### src/design/jev_pkg.sv
// Package for the 3x3 symmetric Jacobi eigenvalue unit.
// Holds fixed constants, the CORDIC arctangent table and the sequencer state type.
// No dependencies.
`timescale 1ns / 1ps
package jev_pkg;

  localparam int unsigned WordW    = 32;
  localparam int unsigned AngW     = 64;
  localparam int unsigned AccW     = 96;
  localparam int unsigned StepW    = 6;
  localparam int unsigned CfgIdxW  = 1;
  localparam int unsigned CfgDataW = 31;

  localparam logic [CfgIdxW-1:0] CfgMaxSweeps = 1'b0;
  localparam logic [CfgIdxW-1:0] CfgThreshold = 1'b1;

  localparam logic signed [AngW-1:0] PiQ30      = 64'sd3373259426;
  localparam logic signed [AngW-1:0] GainInvQ30 = 64'sd652032874;

  typedef enum logic [4:0] {
    ST_IDLE,
    ST_PIVOT,
    ST_VPREP,
    ST_VNORM,
    ST_VITER,
    ST_ROTPREP,
    ST_RITER,
    ST_MUL_CC,
    ST_MUL_SS,
    ST_MUL_SC,
    ST_APP0,
    ST_APP1,
    ST_APP2,
    ST_AQQ0,
    ST_AQQ1,
    ST_AQQ2,
    ST_EP0,
    ST_EP1,
    ST_EQ0,
    ST_EQ1,
    ST_WRITE,
    ST_SORT,
    ST_DONE
  } jev_state_e;

  function automatic logic signed [AngW-1:0] atan_q30(input logic [StepW-1:0] idx);
    logic signed [AngW-1:0] r;
    r = '0;
    unique case (idx)
      6'd0: r = 64'sd843314857;
      6'd1: r = 64'sd497837829;
      6'd2: r = 64'sd263043837;
      6'd3: r = 64'sd133525159;
      6'd4: r = 64'sd67021687;
      6'd5: r = 64'sd33543516;
      6'd6: r = 64'sd16775851;
      6'd7: r = 64'sd8388437;
      6'd8: r = 64'sd4194283;
      6'd9: r = 64'sd2097149;
      default: begin
        if (idx <= 6'd30) begin
          r = 64'sd1 <<< (6'd30 - idx);
        end else begin
          r = '0;
        end
      end
    endcase
    return r;
  endfunction

endpackage

### src/design/jev_cordic.sv
// Shared CORDIC stage for the Jacobi eigenvalue unit: one micro-rotation per cycle.
// Serves both vectoring (atan2) and rotation (sin/cos). Depends on jev_pkg.
`timescale 1ns / 1ps
module jev_cordic (
  input  logic                              vec_mode_i,
  input  logic [jev_pkg::StepW-1:0]         step_i,
  input  logic signed [jev_pkg::AngW-1:0]   x_i,
  input  logic signed [jev_pkg::AngW-1:0]   y_i,
  input  logic signed [jev_pkg::AngW-1:0]   z_i,
  output logic signed [jev_pkg::AngW-1:0]   x_o,
  output logic signed [jev_pkg::AngW-1:0]   y_o,
  output logic signed [jev_pkg::AngW-1:0]   z_o
);
  import jev_pkg::*;

  logic                   dir_pos;
  logic signed [AngW-1:0] xs, ys, at;

  always_comb begin
    xs = x_i >>> step_i;
    ys = y_i >>> step_i;
    at = atan_q30(step_i);
    // vectoring drives y to zero, rotation drives the residual angle to zero
    dir_pos = vec_mode_i ? !y_i[AngW-1] : !z_i[AngW-1];
    if (vec_mode_i ? dir_pos : !dir_pos) begin
      x_o = x_i + ys;
      y_o = y_i - xs;
    end else begin
      x_o = x_i - ys;
      y_o = y_i + xs;
    end
    if (vec_mode_i) begin
      z_o = dir_pos ? z_i + at : z_i - at;
    end else begin
      z_o = dir_pos ? z_i - at : z_i + at;
    end
  end

endmodule

### config.mk
export PLATFORM = sky130hd
export DESIGN_NAME = jev_cordic
export DESIGN_NICKNAME = d
export VERILOG_FILES = /design/src/design/jev_pkg.sv /design/src/design/jev_cordic.sv
export SDC_FILE = /design/constraint.sdc
export NUM_CORES = 1
export LEC_CHECK = 0
export BUFFER_PORTS_ARGS = -buffer_cell sky130_fd_sc_hd__buf_2
export CAP_MARGIN = 20
export CORE_UTILIZATION = 35
export DETAILED_ROUTE_END_ITERATION = 10
export PLACE_DENSITY = 0.53
export SYNTH_ARGS = -nofsm -noshare
export SYNTH_HDL_FRONTEND = slang
export SYNTH_SLANG_ARGS = --single-unit
### constraint.sdc
create_clock -name vclk -period 8.8
set_input_delay 0.44 -clock vclk [all_inputs]
set_output_delay 0.44 -clock vclk [all_outputs]
set_load 0.005 [all_outputs]
==> flow_summary.toml <==
[logic_synthesis]
seq_area_frac_synth_pct = 0
ys_top_cells_by_area = "mux4_2, ha_1, a21oi_1"
avgSynthCellArea_sq_um = 7.34
yosys_warnings = 0
yosys.area.top_type_share_pct = 13.1
yosys.area.top_type = "mux4_2"
synth.distinct_cells = 104
synth.most_common_cell = "a21oi_1"
syn-instance-count = 3974
syn-cell-area_sq_um = 29200
synthTopCellsByCount = "a21oi_1, nor2_1, nand2_1, ha_1, o21ai_0"

[die]
dieArea_sq_um = 84500
rows = 105
die_h_um = 291
die_w_um = 291
pin_count = 391
core_region_area_sq_um = 82200
start_util_pct = 35.5

[grt]
grt_max_degree = 76
antenna_found_initial = 18
grt_usage_pct = 34.2
grt_pass1_wl_um = 221000
grt_pass1_vias = 32800
overflow = 0

[cells_and_area]
seq_area_sq_um = 0
nFillCells = 8855
fin_area_sq_um = 32700
synthToLayoutAreaGrowth_pct = 12.1
design.seq.count = 0
finalNetCount = 4785
layout-drive-gt1-share_pct = 20.1
stdcell_count = 5383
clkbuf_count = 0

[timing]
setup_violations = 0
rsz0062_at_grt = "false"
timing.final.ws_setup_ns = 0.364
max_slew.worst_pin.slew_ns = 1.15
fmax_mhz = 119
fin_crit_ns = 8.44
tns_ns = 0
maxSlewViolCount = 0
hold_viol = 0
timing.final.crit_share_pct = 95.9
timing.slew.headroom_pct = 22.5

[worst_setup_path]
cp_max_fo = 35
endpoint_kind = "primary output"
arrival_ns = 8.00
critical_path_class = "input port to primary output"
cp-start-kind = "input port"
cp.required_ns = 8.36

[pwr]
powerDensity_nw_per_um2 = 119
vdd_drop_max_mv = 0.0928
p_leak_nw = 13.9
power_w = 0.00389

[detailed_routing]
drc = 0
drt-pass1-iter-count = 6
post_drt_wl_per_cell_um = 28.4
vias = 34900
wl_um = 153000
drt_iter0_drc = 4028
ant_nets = 0
vias_per_cell = 6.48

[place]
preCtsSetupSlack_ns = 0.424
numPortBuffers = 391
dpl.cell_count = 5371
placed_area_sq_um = 32600
gp_congestion = 1.07
dp_hpwl_um = 125000

[run_status]
status = "completed"

[flow_run]
cap_violations = 0

[hold_path]
hold_class = "input port to primary output"
whs_path_depth = 3

[clocking]
cts_hold_buf = 0
## area by class of cell
type | instances | area, sq um | area share [%]
antenna | 10 | 25.0 | 0.0766
inverter | 165 | 622 | 1.90
multi-input combinational | 3624 | 27700 | 84.7
tap | 1070 | 1340 | 4.10
timing repair buffer | 514 | 3020 | 9.23
## worst paths after layout
| check | startpoint | end | slack, ns |
|---|---|---|---|
| max | step_i[0] | y_o[37] | 0.36 |
| min | x_i[0] | x_o[0] | 1.22 |
## cells by family (layout without fill, tap and decap cells)
logic type	count (synthesis)	after routing	share of synthesized area, %
buffers and inverters	423	679	6.20
adder cells (fa/ha/maj)	281	281	12.2
other	2	85	0.0258
AO/OA/AOI/OAI	1398	1398	31.1
multiplexers	412	412	21.9
AND/OR/NAND/NOR	1151	1151	19.4
XOR/XNOR	307	307	9.22
## stage by stage
step / utilization (%) / hold slack (ns)
3_5_place_dp: 39.6 / 1.22
2_1_floorplan: - / 0.940
6_report: 39.7 / 1.22
4_1_cts: 39.6 / 1.21
3_3_place_gp: 39.6 / 1.23
5_1_grt: 39.7 / 1.23
## cell usage in the layout, fill, tap and decap left out, drive strengths merged, types with 18 or more instances in the layout
cell / count
nand2b: 40
mux4: 170
o21ai: 279
nor3: 70
xor2: 109
o31ai: 45
or3: 20
nand3: 80
and3: 50
o21bai: 54
nor2: 327
a31oi: 64
xnor2: 198
a21oi: 404
or2: 34
a221o: 18
inv: 164
o21a: 37
nor4: 22
buf: 512
nand2: 308
o211ai: 38
a221oi: 21
mux2: 102
nor2b: 39
ha: 277
mux2i: 140
and2: 36
conb: 75
a211oi: 49
a21o: 127
nand4: 50
o22ai: 38
## worst max-delay path: stages
cell       delay (ns)
clkbuf_8         0.36
buf_4            0.34
mux4_2           0.62
mux2i_2          0.43
o22ai_1          0.17
a211o_1          0.30
a211o_1          0.41
inv_1            0.14
ha_1             0.21
inv_1            0.05
nand4bb_1        0.29
nor2b_1          0.35
a21oi_1          0.13
xnor2_1          0.17
ha_1             0.38
a21oi_1          0.21
o21ai_0          0.12
a311o_1          0.34
a211oi_1         0.25
buf_4            0.20
o21bai_1         0.11
a221oi_1         0.64
o21ai_0          0.24
a21boi_0         0.36
o21ai_0          0.15
a21oi_1          0.19
xnor2_1          0.16
buf_2            0.15
## per-layer routing
layer	track usage (%)	vias up	routed length, um
li1	-	15700	-
met1	43.6	16900	61500
met2	55.9	1873	69700
met3	5.80	398	13000
met4	16.3	2	8460
met5	0	-	10
## timing repair
item                       in CTS  in global routing
setup buffers                   0                  2
gates resized for setup         0                  9
setup endpoints to repair       0                 14
## report_power, final
part               internal, W  switching (W)
registers                    0              0
logic                  0.00156        0.00233
clock network  0.0000000000620              0
total                  0.00156        0.00233
Note: power is estimated with default switching activity, not from simulation.
