**src/design/jev_pkg.sv**
```systemverilog
// Package for the 3x3 symmetric Jacobi eigenvalue unit.
// Holds fixed constants, the CORDIC arctangent table and the sequencer state type.
// No dependencies.
`timescale 1ns / 1ps
package jev_pkg;

  localparam int unsigned WordW    = 32;
  localparam int unsigned AngW     = 64;
  localparam int unsigned AccW     = 96;
  localparam int unsigned StepW    = 6;
  localparam int unsigned CfgIdxW  = 1;
  localparam int unsigned CfgDataW = 31;

  localparam logic [CfgIdxW-1:0] CfgMaxSweeps = 1'b0;
  localparam logic [CfgIdxW-1:0] CfgThreshold = 1'b1;

  localparam logic signed [AngW-1:0] PiQ30      = 64'sd3373259426;
  localparam logic signed [AngW-1:0] GainInvQ30 = 64'sd652032874;

  typedef enum logic [4:0] {
    ST_IDLE,
    ST_PIVOT,
    ST_VPREP,
    ST_VNORM,
    ST_VITER,
    ST_ROTPREP,
    ST_RITER,
    ST_MUL_CC,
    ST_MUL_SS,
    ST_MUL_SC,
    ST_APP0,
    ST_APP1,
    ST_APP2,
    ST_AQQ0,
    ST_AQQ1,
    ST_AQQ2,
    ST_EP0,
    ST_EP1,
    ST_EQ0,
    ST_EQ1,
    ST_WRITE,
    ST_SORT,
    ST_DONE
  } jev_state_e;

  function automatic logic signed [AngW-1:0] atan_q30(input logic [StepW-1:0] idx);
    logic signed [AngW-1:0] r;
    r = '0;
    unique case (idx)
      6'd0: r = 64'sd843314857;
      6'd1: r = 64'sd497837829;
      6'd2: r = 64'sd263043837;
      6'd3: r = 64'sd133525159;
      6'd4: r = 64'sd67021687;
      6'd5: r = 64'sd33543516;
      6'd6: r = 64'sd16775851;
      6'd7: r = 64'sd8388437;
      6'd8: r = 64'sd4194283;
      6'd9: r = 64'sd2097149;
      default: begin
        if (idx <= 6'd30) begin
          r = 64'sd1 <<< (6'd30 - idx);
        end else begin
          r = '0;
        end
      end
    endcase
    return r;
  endfunction

endpackage

```
**src/design/jev_mac.sv**
```systemverilog
// Shared multiply-accumulate for the Jacobi eigenvalue unit: one signed 36x36 product
// per cycle while en_i is high, added into a registered wide accumulator. Depends on jev_pkg.
`timescale 1ns / 1ps
module jev_mac (
  input  logic                             clk_i,
  input  logic                             clr_i,
  input  logic                             en_i,
  input  logic signed [35:0]               a_i,
  input  logic signed [35:0]               b_i,
  output logic signed [jev_pkg::AccW-1:0]  acc_o
);
  import jev_pkg::*;

  logic signed [AccW-1:0] acc_q, acc_d, base;
  logic signed [71:0]     prod;

  // clear and enable together start a new sum with this product
  always_comb begin
    prod = a_i * b_i;
    base = clr_i ? '0 : acc_q;
    acc_d = en_i ? base + AccW'(prod) : base;
  end

  always_ff @(posedge clk_i) begin
    acc_q <= acc_d;
  end

  assign acc_o = acc_q;

endmodule

```
**config.mk**
```make
export PLATFORM = sky130hd
export DESIGN_NAME = jev_mac
export DESIGN_NICKNAME = d
export VERILOG_FILES = /design/src/design/jev_pkg.sv /design/src/design/jev_mac.sv
export SDC_FILE = /design/constraint.sdc
export NUM_CORES = 2
export LEC_CHECK = 0
export BUFFER_PORTS_ARGS = -buffer_cell sky130_fd_sc_hd__buf_2
export CAP_MARGIN = 20
export CORE_MARGIN = 3
export CORE_UTILIZATION = 47
export DETAILED_ROUTE_END_ITERATION = 6
export GPL_ROUTABILITY_DRIVEN = 1
export GPL_TIMING_DRIVEN = 0
export PLACE_DENSITY = 0.74
export SYNTH_ARGS = -nofsm -noshare
export SYNTH_HDL_FRONTEND = slang
export SYNTH_SLANG_ARGS = --single-unit
export TNS_END_PERCENT = 5
```
**constraint.sdc**
```tcl
create_clock -name clk_i -period 10.01 [get_ports clk_i]
set_clock_uncertainty 0.2 [all_clocks]
set_input_delay 1.001 -clock clk_i [delete_from_list [all_inputs] [get_ports clk_i]]
set_output_delay 1.001 -clock clk_i [all_outputs]
set_load 0.01 [all_outputs]
```
==> metrics <==
initial standard-cell utilization of the core 47.6%; number of global-route vias before repair about 47000; compound-gate portion of the synthesized area ~4.4%; multiplexer fraction of the synthesized cell area ~1.5%; fin crit share 100%; max-slew violation count 0; area enclosed by the die boundary between 100000 and 150000 um2; area inside the core boundary between 100000 and 150000 um2; half-perimeter wire length after placement 181 mm; number of top-level pins between 150 and 200; fraction of met1 tracks used by global routing 45.5%; number of flops mapped to enable cells by yosys 0; number of non-filler instances in the completed layout 7845; Tot GR Track Use a little over a third; number of standard-cell rows in the floorplan between 100 and 150; Min Clock Period, post-route 10030 ps; via density per instance approximately 5.6; post-layout net count 8145; M3 GR Usage 13.1%; sequential cell area fraction in the yosys report between 3 and 4%; f_max between 90 and 100 MHz; number of detailed-routing iterations run before antenna repair 7; status complete, but fails checks; #FFs+latches synth 96; critical path's slowest cell sky130_fd_sc_hd__clkdlybuf4s15_1; Horiz. Die Dim approximately 350 um; most used flip-flop cell after synthesis sky130_fd_sc_hd__dfxtp_1; share of synthesized cell area in and, or, nand and nor gates roughly 15%; fraction of final layout cells sized beyond drive strength 1 about 7.5%; Hold WS between 400 and 500 ps; number of H-tree levels 3; commonest non-fill, non-tap cell in the layout sky130_fd_sc_hd__fa_1; largest family of logic cells by synthesized area adder cells; max-cap viol count 0; Critical Path Most Common Cell sky130_fd_sc_hd__fa_1; number of distinct library cells after synthesis a little under 80; Root Buffer sky130_fd_sc_hd__clkbuf_16; most congested layer reported by global routing met2; Ys Warns 0; area taken by multi-input logic gates about 48000 um2; worst min-delay path category flop to flop; number of design rule violations left after detail routing 0; WL final ~210 mm; Setup crit start kind input pin; sequential cell area ~1900 um2; count of buffers inserted at the top-level ports 115; flip-flop count of the largest register after layout 96; global-route wire length before repair between 300 and 400 mm; number of clock sinks seen by CTS 96; number of nets still failing antenna checks after routing 0; number of hold-repair buffers added at the cts stage 0; fill cell total of the finished layout roughly 11000; buffers from clock root to sink, at most 2; Remaining Overflow, GRT 0; vias post-DR 43751; final count of negative-setup-slack endpoints 1; TritonCTS clock tree yes; fraction of synthesis flops using an asynchronous set or reset pin 0%; area grow syn2layout 6.51%; worst path setup slack after routing -21.4 ps; Max stage delay on crit path ~750 ps; adder and majority cell fraction of the synthesized area ~62%; final weighted congestion in routability-driven placement 1.03; worst path bufs/invs 6; Critical Path End Type flop; dpl ws -2070 ps; unrepaired setup endpoints after global routing true; Avg Inst Size Synth 9.31 um2; peak fanout along the critical path 10; Worst Setup Path Type input pin to flop; post-route core utilization about half; post-detailed-route wirelength per cell 27.4 um; GRT met2 Usage 51.2%; violated checks setup timing; worst slew margin relative to its limit between 10% and 20%; number of instances in the synthesized netlist 6054; die height between 300 and 400 um; Post-Synth XOR/XNOR Area ~1.3%; commonest non-fill, non-tap cells in the layout sky130_fd_sc_hd__fa_1 (1550), sky130_fd_sc_hd__inv_1 (1507), sky130_fd_sc_hd__nand2_1 (824), sky130_fd_sc_hd__and2_1 (556), sky130_fd_sc_hd__ha_1 (304); Inserted Clock Buffers 9; placed cell count approximately 8000; data arrival time of the worst path ~10000 ps; synthesized cell area between 50000 and 60000 um2; antenna violations before repair 26; Final Hold Vio Count 0; clock input transition at the sequential cells of the worst setup and hold paths 90 ps; Synth Net Count between 7000 and 8000; Top Family by Delay on Critical Path adder cells; transition time at the pin with the least slew margin between 1000 and 1500 ps; clock latency reported for the late side of the worst-skew pair between 400 and 500 ps; data required time at the worst endpoint slightly above 10000 ps; maximum number of pins on one net before global-route repair 30; initial DRC count ~4600
-- metrics by stage --
step                      setup TNS (ps)  cell area (um2)
after floorplan                        0            56400
after global placement            -63120            59000
after detailed placement          -64710            59100
after CTS                          -24.3            59700
after global routing               -75.9            60000
final                              -21.4            60100
-- worst paths after layout --
path / slack (ps) / end / start / depth (start not counted)
setup / recovery: -20 / acc_o[66]$_DFF_P_ / a_i[4] / 26
hold / removal: 450 / acc_o[47]$_DFF_P_ / acc_o[47]$_DFF_P_ / 2
setup reg to reg: 3090 / acc_o[86]$_DFF_P_ / acc_o[34]$_DFF_P_ / 19
hold reg to reg: 450 / acc_o[47]$_DFF_P_ / acc_o[47]$_DFF_P_ / 2
-- worst reg2reg max path, delay by kind of cell, from the launching register on --
| family | cells | cell delay, ps |
|---|---|---|
| simple gates | 6 | 2030 |
| fa+ha+maj | 6 | 2990 |
| mux | 1 | 280 |
| flops | 1 | 350 |
| compound gates | 3 | 760 |
| xor+xnor | 1 | 120 |
| buf+inv | 2 | 90 |
-- per-layer routing --
metal  up-vias  routed length, um
met4        12              15600
met3       662              29000
met2      2836              90700
met1     22408              79200
met5         -                 91
li1      17833                  -
-- cell usage after synthesis (3+ instances only) --
cell,count,area share (%)
sky130_fd_sc_hd__fa_1,1556,55
sky130_fd_sc_hd__inv_1,1513,10
sky130_fd_sc_hd__nand2_1,824,5.5
sky130_fd_sc_hd__and2_1,556,6.2
sky130_fd_sc_hd__clkbuf_1,322,2.1
sky130_fd_sc_hd__ha_1,304,6.7
sky130_fd_sc_hd__nor2b_1,131,1.5
sky130_fd_sc_hd__a21oi_1,126,1.1
sky130_fd_sc_hd__dfxtp_1,96,3.4
sky130_fd_sc_hd__mux2_2,73,1.5
sky130_fd_sc_hd__nor2_1,70,0.47
sky130_fd_sc_hd__o21ai_0,65,0.58
sky130_fd_sc_hd__xnor2_1,58,0.90
sky130_fd_sc_hd__nand4_1,42,0.47
sky130_fd_sc_hd__a21o_1,33,0.44
sky130_fd_sc_hd__o21bai_1,31,0.41
sky130_fd_sc_hd__nand3_1,27,0.24
sky130_fd_sc_hd__xor2_1,27,0.42
sky130_fd_sc_hd__nor3_1,17,0.15
sky130_fd_sc_hd__buf_2,12,0.11
sky130_fd_sc_hd__o211ai_1,12,0.16
sky130_fd_sc_hd__a211oi_1,11,0.15
sky130_fd_sc_hd__or3_1,9,0.10
sky130_fd_sc_hd__a31oi_1,8,0.089
sky130_fd_sc_hd__and3_1,8,0.089
sky130_fd_sc_hd__nand2b_1,8,0.089
sky130_fd_sc_hd__o21a_1,8,0.11
sky130_fd_sc_hd__o21ai_1,8,0.071
sky130_fd_sc_hd__a221oi_1,7,0.11
sky130_fd_sc_hd__a221o_1,5,0.089
sky130_fd_sc_hd__and4_1,5,0.078
sky130_fd_sc_hd__clkbuf_2,5,0.044
sky130_fd_sc_hd__o221ai_1,5,0.078
sky130_fd_sc_hd__o31ai_1,5,0.067
sky130_fd_sc_hd__a21boi_0,4,0.053
sky130_fd_sc_hd__nor4_1,4,0.044
sky130_fd_sc_hd__a2111oi_0,3,0.047
sky130_fd_sc_hd__a22oi_1,3,0.040
sky130_fd_sc_hd__o311ai_0,3,0.047
sky130_fd_sc_hd__or4_1,3,0.040
-- cell families after synthesis --
group,after synthesis
adder cells (fa/ha/maj),1860
buffers and inverters,1853
multiplexers,76
flip-flops,96
AND/OR/NAND/NOR,1714
AO/OA/AOI/OAI,370
XOR/XNOR,85
-- repair_timing --
item                       CTS  global route
pin swaps                    4             6
resized for setup          130           151
setup endpoints to repair   53            35
buffers inserted            13            10
-- final cells by class --
type	instances	share of cell area, %
clock buffers	12	0.410
diodes	30	0.125
repair buffers	152	1.63
well taps	1600	3.33
plain buffers	333	2.50
multi-input cells	4105	79.2
inverters	1513	9.49
flip-flops and latches	96	3.20
clock inverters	4	0.0625
Power is left out: the tool's default activity adds up to more than one toggle a clock period on the data nets, which glitch-free logic cannot reach.
